`src/hdl/script_byte_tokenizer_core_macros.svh`:
```
// assertion helpers shared by the tokenizer modules
`ifndef SCRIPT_BYTE_TOKENIZER_CORE_MACROS_SVH
`define SCRIPT_BYTE_TOKENIZER_CORE_MACROS_SVH

// same-cycle implication
`define SBT_ASSERT_IMPL(name, clk, rst, ante, cons, msg) \
   name: assert property (@(posedge clk) disable iff (rst) (ante) |-> (cons)) \
      else $error(msg);

// next-cycle implication
`define SBT_ASSERT_NEXT(name, clk, rst, ante, cons, msg) \
   name: assert property (@(posedge clk) disable iff (rst) (ante) |=> (cons)) \
      else $error(msg);

`endif

```
`src/hdl/sbt_pkg.sv`:
```
`default_nettype none

package sbt_pkg;

   localparam int OFFSET_BITS_DEFAULT = 16;
   localparam int NUM_KW = 17;

   // token kinds
   localparam logic [5:0] KIND_EOF       = 6'd0;
   localparam logic [5:0] KIND_INT       = 6'd1;
   localparam logic [5:0] KIND_FLOAT     = 6'd2;
   localparam logic [5:0] KIND_STRING    = 6'd3;
   localparam logic [5:0] KIND_IDENT     = 6'd4;
   localparam logic [5:0] KIND_DIALOGUES = 6'd5;
   localparam logic [5:0] KIND_LINES     = 6'd14;
   localparam logic [5:0] KIND_LBRACE    = 6'd21;
   localparam logic [5:0] KIND_RBRACE    = 6'd22;
   localparam logic [5:0] KIND_LBRACKET  = 6'd23;
   localparam logic [5:0] KIND_RBRACKET  = 6'd24;
   localparam logic [5:0] KIND_PLUS      = 6'd25;
   localparam logic [5:0] KIND_MINUS     = 6'd26;
   localparam logic [5:0] KIND_STAR      = 6'd27;
   localparam logic [5:0] KIND_SLASH     = 6'd28;
   localparam logic [5:0] KIND_ASSIGN    = 6'd29;
   localparam logic [5:0] KIND_LPAREN    = 6'd30;
   localparam logic [5:0] KIND_RPAREN    = 6'd31;
   localparam logic [5:0] KIND_COMMA     = 6'd32;
   localparam logic [5:0] KIND_SEMI      = 6'd33;

   // keyword text, right aligned, first char in the highest used byte
   localparam logic [79:0] KW_TEXT [NUM_KW] = '{
      "DIALOGUES", "auto", "interact", "id", "next", "once", "rect", "speaker",
      "sprite", "lines", "int", "float", "string", "bool", "true", "false", "SAY"
   };
   localparam logic [3:0] KW_LEN [NUM_KW] = '{
      4'd9, 4'd4, 4'd8, 4'd2, 4'd4, 4'd4, 4'd4, 4'd7, 4'd6, 4'd5, 4'd3, 4'd5,
      4'd6, 4'd4, 4'd4, 4'd5, 4'd3
   };
   localparam logic [5:0] KW_KIND [NUM_KW] = '{
      6'd5, 6'd6, 6'd7, 6'd8, 6'd9, 6'd10, 6'd11, 6'd12, 6'd13, 6'd14, 6'd15,
      6'd16, 6'd17, 6'd18, 6'd19, 6'd19, 6'd20
   };

   typedef struct packed {
      logic [7:0] source_byte;
      logic       byte_present;
      logic       end_of_source;
   } req_type;

   typedef struct packed {
      logic [5:0]  token_kind;
      logic        from_engine;
      logic [15:0] token_start;
      logic [15:0] token_length;
      logic        last_of_run;
   } rsp_type;

   // tokens caused by one input beat
   typedef struct packed {
      rsp_type [2:0] tok;
      logic [1:0]    count;
   } tok_group_type;

   function automatic logic [7:0] kw_char(input int k, input logic [3:0] idx);
      logic [3:0] r;
      r = KW_LEN[k] - 4'd1 - idx;
      return KW_TEXT[k][{r, 3'b000} +: 8];
   endfunction

   function automatic logic engine_flag(input logic [5:0] kind);
      return (kind >= KIND_DIALOGUES && kind <= KIND_LINES) ||
             (kind >= KIND_LBRACE && kind <= KIND_RBRACKET);
   endfunction

   function automatic logic [5:0] symbol_kind(input logic [7:0] c);
      logic [5:0] k;
      case (c)
         "{":     k = KIND_LBRACE;
         "}":     k = KIND_RBRACE;
         "[":     k = KIND_LBRACKET;
         "]":     k = KIND_RBRACKET;
         "+":     k = KIND_PLUS;
         "-":     k = KIND_MINUS;
         "*":     k = KIND_STAR;
         "/":     k = KIND_SLASH;
         "=":     k = KIND_ASSIGN;
         "(":     k = KIND_LPAREN;
         ")":     k = KIND_RPAREN;
         ",":     k = KIND_COMMA;
         ";":     k = KIND_SEMI;
         default: k = KIND_EOF;
      endcase
      return k;
   endfunction

endpackage

`default_nettype wire

```
`src/hdl/script_byte_tokenizer_core.sv`:
```
// channel | direction | handshake           | payload
// req     | in        | req_valid/req_ready | req_data (req_type)
// rsp     | out       | rsp_valid/rsp_ready | rsp_data (rsp_type)
//
// one source byte per cycle while req_ready is high; lexing and keyword match
// finish in the accept cycle; an item yielding k tokens goes out one token per beat
// the token queue holds the tokens of two items; req_ready falls while both slots are full
// synchronous active-high reset clears lexer mode, offset and queue; no clearing pass
`default_nettype none

module script_byte_tokenizer_core
   import sbt_pkg::*;
#(
   parameter int OFFSET_BITS = OFFSET_BITS_DEFAULT
) (
   input  wire logic    clock,
   input  wire logic    reset,
   input  wire logic    req_valid,
   output logic         req_ready,
   input  wire req_type req_data,
   output logic         rsp_valid,
   input  wire logic    rsp_ready,
   output rsp_type      rsp_data
);

   tok_group_type grp;
   logic          full, accept;

   assign req_ready = !full;
   assign accept    = req_valid && req_ready;

   sbt_lexer #(
      .OFFSET_BITS (OFFSET_BITS)
   ) u_lexer (
      .clock  (clock),
      .reset  (reset),
      .accept (accept),
      .req    (req_data),
      .grp    (grp)
   );

   sbt_tok_queue u_queue (
      .clock     (clock),
      .reset     (reset),
      .push      (accept && grp.count != 2'd0),
      .push_grp  (grp),
      .full      (full),
      .rsp_valid (rsp_valid),
      .rsp_ready (rsp_ready),
      .rsp_data  (rsp_data)
   );

endmodule

`default_nettype wire

```
`src/hdl/sbt_lexer.sv`:
```
`default_nettype none
`include "script_byte_tokenizer_core_macros.svh"

module sbt_lexer
   import sbt_pkg::*;
#(
   parameter int OFFSET_BITS = OFFSET_BITS_DEFAULT
) (
   input  wire logic          clock,
   input  wire logic          reset,
   input  wire logic          accept,
   input  wire req_type       req,
   output tok_group_type      grp
);

   localparam int OB = OFFSET_BITS;

   typedef enum logic [2:0] {
      M_IDLE, M_INT, M_INTDOT, M_FLOAT, M_STR, M_WORD
   } mode_type;

   mode_type          mode_ff, mode_in;
   logic [OB-1:0]     pos_ff, pos_in;
   logic [OB-1:0]     begin_ff, begin_in;
   logic [OB-1:0]     len_ff, len_in;
   logic [NUM_KW-1:0] alive_ff, alive_in;

   rsp_type    slot [4];
   logic [3:0] slot_v;
   logic [1:0] cnt;
   logic [7:0] c;
   logic       is_dig, is_alpha, is_ws, is_word, close, do_start;

   function automatic logic [OB-1:0] sat_add(input logic [OB-1:0] v, input logic [1:0] n);
      logic [OB:0] s;
      s = {1'b0, v} + {{(OB-1){1'b0}}, n};
      return s[OB] ? '1 : s[OB-1:0];
   endfunction

   function automatic logic [15:0] to16(input logic [OB-1:0] v);
      logic [OB+15:0] w;
      w = {16'b0, v};
      return w[15:0];
   endfunction

   function automatic rsp_type make_tok(input logic [5:0] kind, input logic [OB-1:0] start,
                                        input logic [OB-1:0] length);
      rsp_type t;
      t.token_kind   = kind;
      t.from_engine  = engine_flag(kind);
      t.token_start  = to16(start);
      t.token_length = to16(length);
      t.last_of_run  = 1'b0;
      return t;
   endfunction

   function automatic logic [NUM_KW-1:0] kw_track(input logic [NUM_KW-1:0] alive,
                                                  input logic [OB-1:0] idx,
                                                  input logic [7:0] ch);
      logic [NUM_KW-1:0] r;
      for (int k = 0; k < NUM_KW; k++) begin
         r[k] = alive[k] && (idx < OB'(KW_LEN[k])) && (kw_char(k, idx[3:0]) == ch);
      end
      return r;
   endfunction

   function automatic logic [5:0] word_kind(input logic [NUM_KW-1:0] alive,
                                            input logic [OB-1:0] length);
      logic [5:0] kind;
      kind = KIND_IDENT;
      // lowest matching keyword wins
      for (int k = NUM_KW - 1; k >= 0; k--) begin
         if (alive[k] && length == OB'(KW_LEN[k])) kind = KW_KIND[k];
      end
      return kind;
   endfunction

   function automatic rsp_type flush_tok(input mode_type m, input logic [OB-1:0] b,
                                         input logic [OB-1:0] length,
                                         input logic [NUM_KW-1:0] alive);
      logic [5:0] kind;
      case (m)
         M_INT, M_INTDOT: kind = KIND_INT;
         M_FLOAT:         kind = KIND_FLOAT;
         M_STR:           kind = KIND_STRING;
         M_WORD:          kind = word_kind(alive, length);
         default:         kind = KIND_EOF;
      endcase
      return make_tok(kind, b, length);
   endfunction

   assign c        = req.source_byte;
   assign is_dig   = c >= "0" && c <= "9";
   assign is_alpha = (c >= "a" && c <= "z") || (c >= "A" && c <= "Z");
   assign is_ws    = c == " " || c == 8'h0A || c == 8'h09 || c == 8'h0D;
   assign is_word  = is_alpha || is_dig || c == "_";

   always_comb begin
      mode_in  = mode_ff;
      pos_in   = pos_ff;
      begin_in = begin_ff;
      len_in   = len_ff;
      alive_in = alive_ff;
      slot_v   = '0;
      for (int i = 0; i < 4; i++) slot[i] = '0;
      close    = 1'b0;
      do_start = 1'b0;

      if (req.byte_present) begin
         case (mode_ff)
            M_INT: begin
               if (is_dig) len_in = sat_add(len_ff, 2'd1);
               else if (c == ".") mode_in = M_INTDOT;
               else close = 1'b1;
            end
            M_INTDOT: begin
               if (is_dig) begin
                  len_in  = sat_add(len_ff, 2'd2);
                  mode_in = M_FLOAT;
               end else close = 1'b1;
            end
            M_FLOAT: begin
               if (is_dig) len_in = sat_add(len_ff, 2'd1);
               else close = 1'b1;
            end
            M_STR: begin
               if (c == "\"") close = 1'b1;
               else len_in = sat_add(len_ff, 2'd1);
            end
            M_WORD: begin
               if (is_word) begin
                  alive_in = kw_track(alive_ff, len_ff, c);
                  len_in   = sat_add(len_ff, 2'd1);
               end else close = 1'b1;
            end
            default: do_start = 1'b1;
         endcase

         if (close) begin
            slot_v[0] = 1'b1;
            slot[0]   = flush_tok(mode_ff, begin_ff, len_ff, alive_ff);
            mode_in   = M_IDLE;
            // closing quote is consumed by the string
            do_start  = mode_ff != M_STR;
         end

         if (do_start && !is_ws) begin
            if (c == "\"") begin
               mode_in  = M_STR;
               begin_in = sat_add(pos_ff, 2'd1);
               len_in   = '0;
            end else if (is_dig) begin
               mode_in  = M_INT;
               begin_in = pos_ff;
               len_in   = OB'(1);
            end else if (is_alpha || c == "_") begin
               mode_in  = M_WORD;
               begin_in = pos_ff;
               alive_in = kw_track('1, '0, c);
               len_in   = OB'(1);
            end else if (symbol_kind(c) != KIND_EOF) begin
               slot_v[1] = 1'b1;
               slot[1]   = make_tok(symbol_kind(c), pos_ff, OB'(1));
            end
         end

         pos_in = sat_add(pos_ff, 2'd1);
      end

      if (req.end_of_source) begin
         if (mode_in != M_IDLE) begin
            slot_v[2] = 1'b1;
            slot[2]   = flush_tok(mode_in, begin_in, len_in, alive_in);
         end
         slot_v[3] = 1'b1;
         slot[3]   = make_tok(KIND_EOF, pos_in, '0);
         mode_in   = M_IDLE;
         pos_in    = '0;
         len_in    = '0;
         alive_in  = '1;
      end
   end

   // pack the valid slots in order, at most three per beat
   always_comb begin
      grp = '0;
      cnt = '0;
      for (int i = 0; i < 4; i++) begin
         if (slot_v[i] && cnt != 2'd3) begin
            grp.tok[cnt] = slot[i];
            cnt          = cnt + 2'd1;
         end
      end
      grp.count = cnt;
   end

   always_ff @(posedge clock) begin
      if (reset) begin
         mode_ff  <= M_IDLE;
         pos_ff   <= '0;
         len_ff   <= '0;
         alive_ff <= '1;
      end else if (accept) begin
         mode_ff  <= mode_in;
         pos_ff   <= pos_in;
         begin_ff <= begin_in;
         len_ff   <= len_in;
         alive_ff <= alive_in;
      end
   end

   `SBT_ASSERT_NEXT(a_eof_rewinds, clock, reset, accept && req.end_of_source, mode_ff == M_IDLE && pos_ff == '0, "source end did not rewind lexer")
   `SBT_ASSERT_NEXT(a_pos_step, clock, reset, accept && req.byte_present && !req.end_of_source && pos_ff != '1, pos_ff == $past(pos_ff) + 1'b1, "byte offset did not advance")
   `SBT_ASSERT_IMPL(a_word_nonempty, clock, reset, mode_ff == M_WORD, len_ff != '0, "open word has zero length")

endmodule

`default_nettype wire

```
`src/hdl/sbt_tok_queue.sv`:
```
`default_nettype none
`include "script_byte_tokenizer_core_macros.svh"

module sbt_tok_queue
   import sbt_pkg::*;
(
   input  wire logic          clock,
   input  wire logic          reset,
   input  wire logic          push,
   input  wire tok_group_type push_grp,
   output logic               full,
   output logic               rsp_valid,
   input  wire logic          rsp_ready,
   output rsp_type            rsp_data
);

   tok_group_type grp_ff [2];
   tok_group_type head;
   logic [1:0]    fill_ff, fill_in;
   logic          wr_ff, rd_ff;
   logic [1:0]    sub_ff, sub_in;
   logic          last, pop_tok, pop_grp;

   assign head      = grp_ff[rd_ff];
   assign full      = fill_ff == 2'd2;
   assign rsp_valid = fill_ff != 2'd0;
   assign last      = sub_ff == head.count - 2'd1;
   assign pop_tok   = rsp_valid && rsp_ready;
   assign pop_grp   = pop_tok && last;

   always_comb begin
      rsp_data             = head.tok[sub_ff];
      rsp_data.last_of_run = last;
      fill_in              = fill_ff + {1'b0, push} - {1'b0, pop_grp};
      sub_in               = pop_grp ? 2'd0 : (pop_tok ? sub_ff + 2'd1 : sub_ff);
   end

   always_ff @(posedge clock) begin
      if (reset) begin
         fill_ff <= '0;
         wr_ff   <= 1'b0;
         rd_ff   <= 1'b0;
         sub_ff  <= '0;
      end else begin
         fill_ff <= fill_in;
         sub_ff  <= sub_in;
         if (push) begin
            grp_ff[wr_ff] <= push_grp;
            wr_ff         <= !wr_ff;
         end
         if (pop_grp) rd_ff <= !rd_ff;
      end
   end

   `SBT_ASSERT_IMPL(a_no_push_full, clock, reset, push, !full && push_grp.count != 2'd0, "push into full queue or empty group")
   `SBT_ASSERT_IMPL(a_sub_in_group, clock, reset, rsp_valid, head.count != 2'd0 && sub_ff < head.count, "token index past group")
   `SBT_ASSERT_NEXT(a_group_drain, clock, reset, pop_grp && !push, fill_ff == $past(fill_ff) - 2'd1, "group pop lost")

endmodule

`default_nettype wire
```
`config.mk`:
```
export PLATFORM = sky130hd
export DESIGN_NAME = script_byte_tokenizer_core
export DESIGN_NICKNAME = d
export VERILOG_FILES = /design/src/hdl/sbt_pkg.sv /design/src/hdl/script_byte_tokenizer_core.sv /design/src/hdl/sbt_lexer.sv /design/src/hdl/sbt_tok_queue.sv
export VERILOG_INCLUDE_DIRS = /design/src /design/src/hdl
export SDC_FILE = /design/constraint.sdc
export NUM_CORES = 1
export LEC_CHECK = 0
export BUFFER_PORTS_ARGS = -buffer_cell sky130_fd_sc_hd__buf_2
export CELL_PAD_IN_SITES_DETAIL_PLACEMENT = 2
export CELL_PAD_IN_SITES_GLOBAL_PLACEMENT = 2
export CORE_MARGIN = 5
export CORE_UTILIZATION = 30
export DETAILED_ROUTE_END_ITERATION = 10
export GPL_ROUTABILITY_DRIVEN = 0
export PLACE_DENSITY_LB_ADDON = 0.2
export SLEW_MARGIN = 20
export SYNTH_ARGS = -nofsm -noshare
export SYNTH_HDL_FRONTEND = slang
export SYNTH_HIERARCHICAL = 1
export SYNTH_SLANG_ARGS = --single-unit
```
`constraint.sdc`:
```
create_clock -name clock -period 23.8 [get_ports clock]
set_input_delay 5.95 -clock clock [delete_from_list [all_inputs] [get_ports clock]]
set_output_delay 5.95 -clock clock [all_outputs]
set_load 0.05 [all_outputs]
```
==> out/metrics.cfg <==
[critical_path]
path_class = in2reg
endpoint_kind = flop
cp.required_ns = 23.94
startpoint_type = primary input
path_max_fanout = 69
worstPathArrival_ns = 13.53

[drt]
dr.first_iter.drc_count = 1268
wl_per_cell_um = 27.2
vias = 18400
drc = 0
via_per_inst = 5.89
dr.pass1.iters = 6
wl_mm = 84.9
detail-route-antenna-nets = 0

[min_path]
hp-class = reg2reg

[timing]
worst_slew_margin_rel = 0.325
period_needed_ns = 13.38
timing.final.ws_setup_ns = 10.42
max_freq_mhz = 74.7
period_share = 0.562
tns_ns = 0
hold_violations = 0
rsz0062_at_grt = false
slew_viol_final = 0
fin_worst_skew_ns = 0.0336
finalSetupViolations = 0
worstMarginPinSlew_ns = 1.01

[cts]
cts_root_buf = clkbuf_16
clk_pin_slew_ns = 0.07
cts_tree = done
numCtsBuffers = 36
clk_latency_ns = 0.55
clk_path_buf_depth = 3
cts_setup_buffers = 0
cts_resized = 0
htree_levels = 2
hold_buffers = 0
clock_sinks = 313

[die]
dieArea_um2 = 74600
die_w_um = 273
rows = 96
start_util = 0.303
pin_count = 56
die_h_um = 273
coreArea_um2 = 68600

[logic_synthesis]
yosys_warnings = 6
syn-cell-area_um2 = 20800
syn_avg_cell_area_um2 = 9.32
syn-num-nets = 2279
syn_inst = 2226

[final_layout]
drive_gt1_frac = 0.118
areaGrowthSynthToFinish_pct = 10.1
final_cell_mix = nor2_1 (262), edfxtp_1 (254), a21oi_1 (151)
layout.nets = 2219
final_common_cell = nor2_1

[global_routing]
grt_pass1_vias = 19200
grt_max_degree = 70
antenna_found_initial = 2
track_usage = 0.221
grt_pass1_wl_mm = 128
grt_overflow = 0

[placed_design]
io_buffers = 55
hpwlAfterDp_mm = 61.8
post-place-ws_ns = 9.92

[outcome]
run_status = finished clean

[flow_run]
maxCapViolCount = 0

[pwr]
ir_drop_mv = 0.0407
powerDensity_nw_per_um2 = 66.6
leakage_nw = 7.43

## final timing paths
kind / start / endpoint / slack (ns) / cells after the start
setup reg to reg: u_lexer/mode_ff[0] / u_queue/grp_ff[1][18] / 15.61 / 18
setup / recovery: req_data[5] / u_queue/grp_ff[1][18] / 10.42 / 19
hold / removal: u_lexer/alive_ff[7] / u_lexer/alive_ff[7] / 0.54 / 2
hold reg to reg: u_lexer/alive_ff[7] / u_lexer/alive_ff[7] / 0.54 / 2
## sequential cells by signal, indices dropped and copies added (netlist names), named ones only
signal	cells
u_queue/fill_ff	2
u_lexer/begin_ff	16
u_queue/wr_ff	1
u_lexer/pos_ff	16
u_lexer/len_ff	16
u_queue/rd_ff	1
u_lexer/alive_ff	17
u_queue/sub_ff	2
u_queue/grp_ff	238
u_lexer/mode_ff	3
## critical path, stage by stage
cell and delay, ns:
buf_2 0.64, nand2_1 0.26, o21ai_1 0.39, o211ai_1 0.25, nand2_2 0.26, o211ai_2 0.36
nor2_1 0.41, o31a_1 0.82, inv_1 0.27, ha_1 0.41, xnor2_1 0.42, inv_1 0.14
ha_1 0.24, nor2b_1 0.41, nand2_1 0.10, o21ai_0 0.17, o21a_1 0.29, and3b_4 0.76
buf_4 0.85
## metal layers
| metal | GRT usage | vias up | share of wire |
|---|---|---|---|
| li1 | - | 8283 | - |
| met1 | 0.309 | 9474 | 0.46 |
| met2 | 0.362 | 502 | 0.47 |
| met3 | 0.0242 | 132 | 0.045 |
| met4 | 0.0680 | 2 | 0.030 |
| met5 | 0 | - | 0.00013 |
## through the flow
step	instances	cell area, µm²	hold slack, ns	power [mW]	util
after global routing	3120	22800	0.557	1.59	0.333
after floorplan	2226	20800	0.471	0.899	-
after global placement	3059	21700	0.496	0.986	0.317
final	3121	22800	0.541	1.52	0.333
after CTS	3120	22800	0.538	1.54	0.333
after detailed placement	3059	21700	0.528	0.997	0.317
## where the power goes
part	total [mW]	internal (mW)	switching (mW)	leakage [nW]
Combinational	0.340	0.0934	0.246	4.15
Clock	0.538	0.311	0.226	0.543
Sequential	0.644	0.627	0.0166	2.73
## cell type report
cell class,count,area (µm²)
antenna,1,2.50
multi-input combinational,1622,10800
tap,931,1160
timing repair buffer,96,583
inverter,97,364
sequential,313,8810
fill,7560,45700
clock inverter,13,139
clock buffer,48,976
No activity file was read; power rests on OpenSTA's default activity.
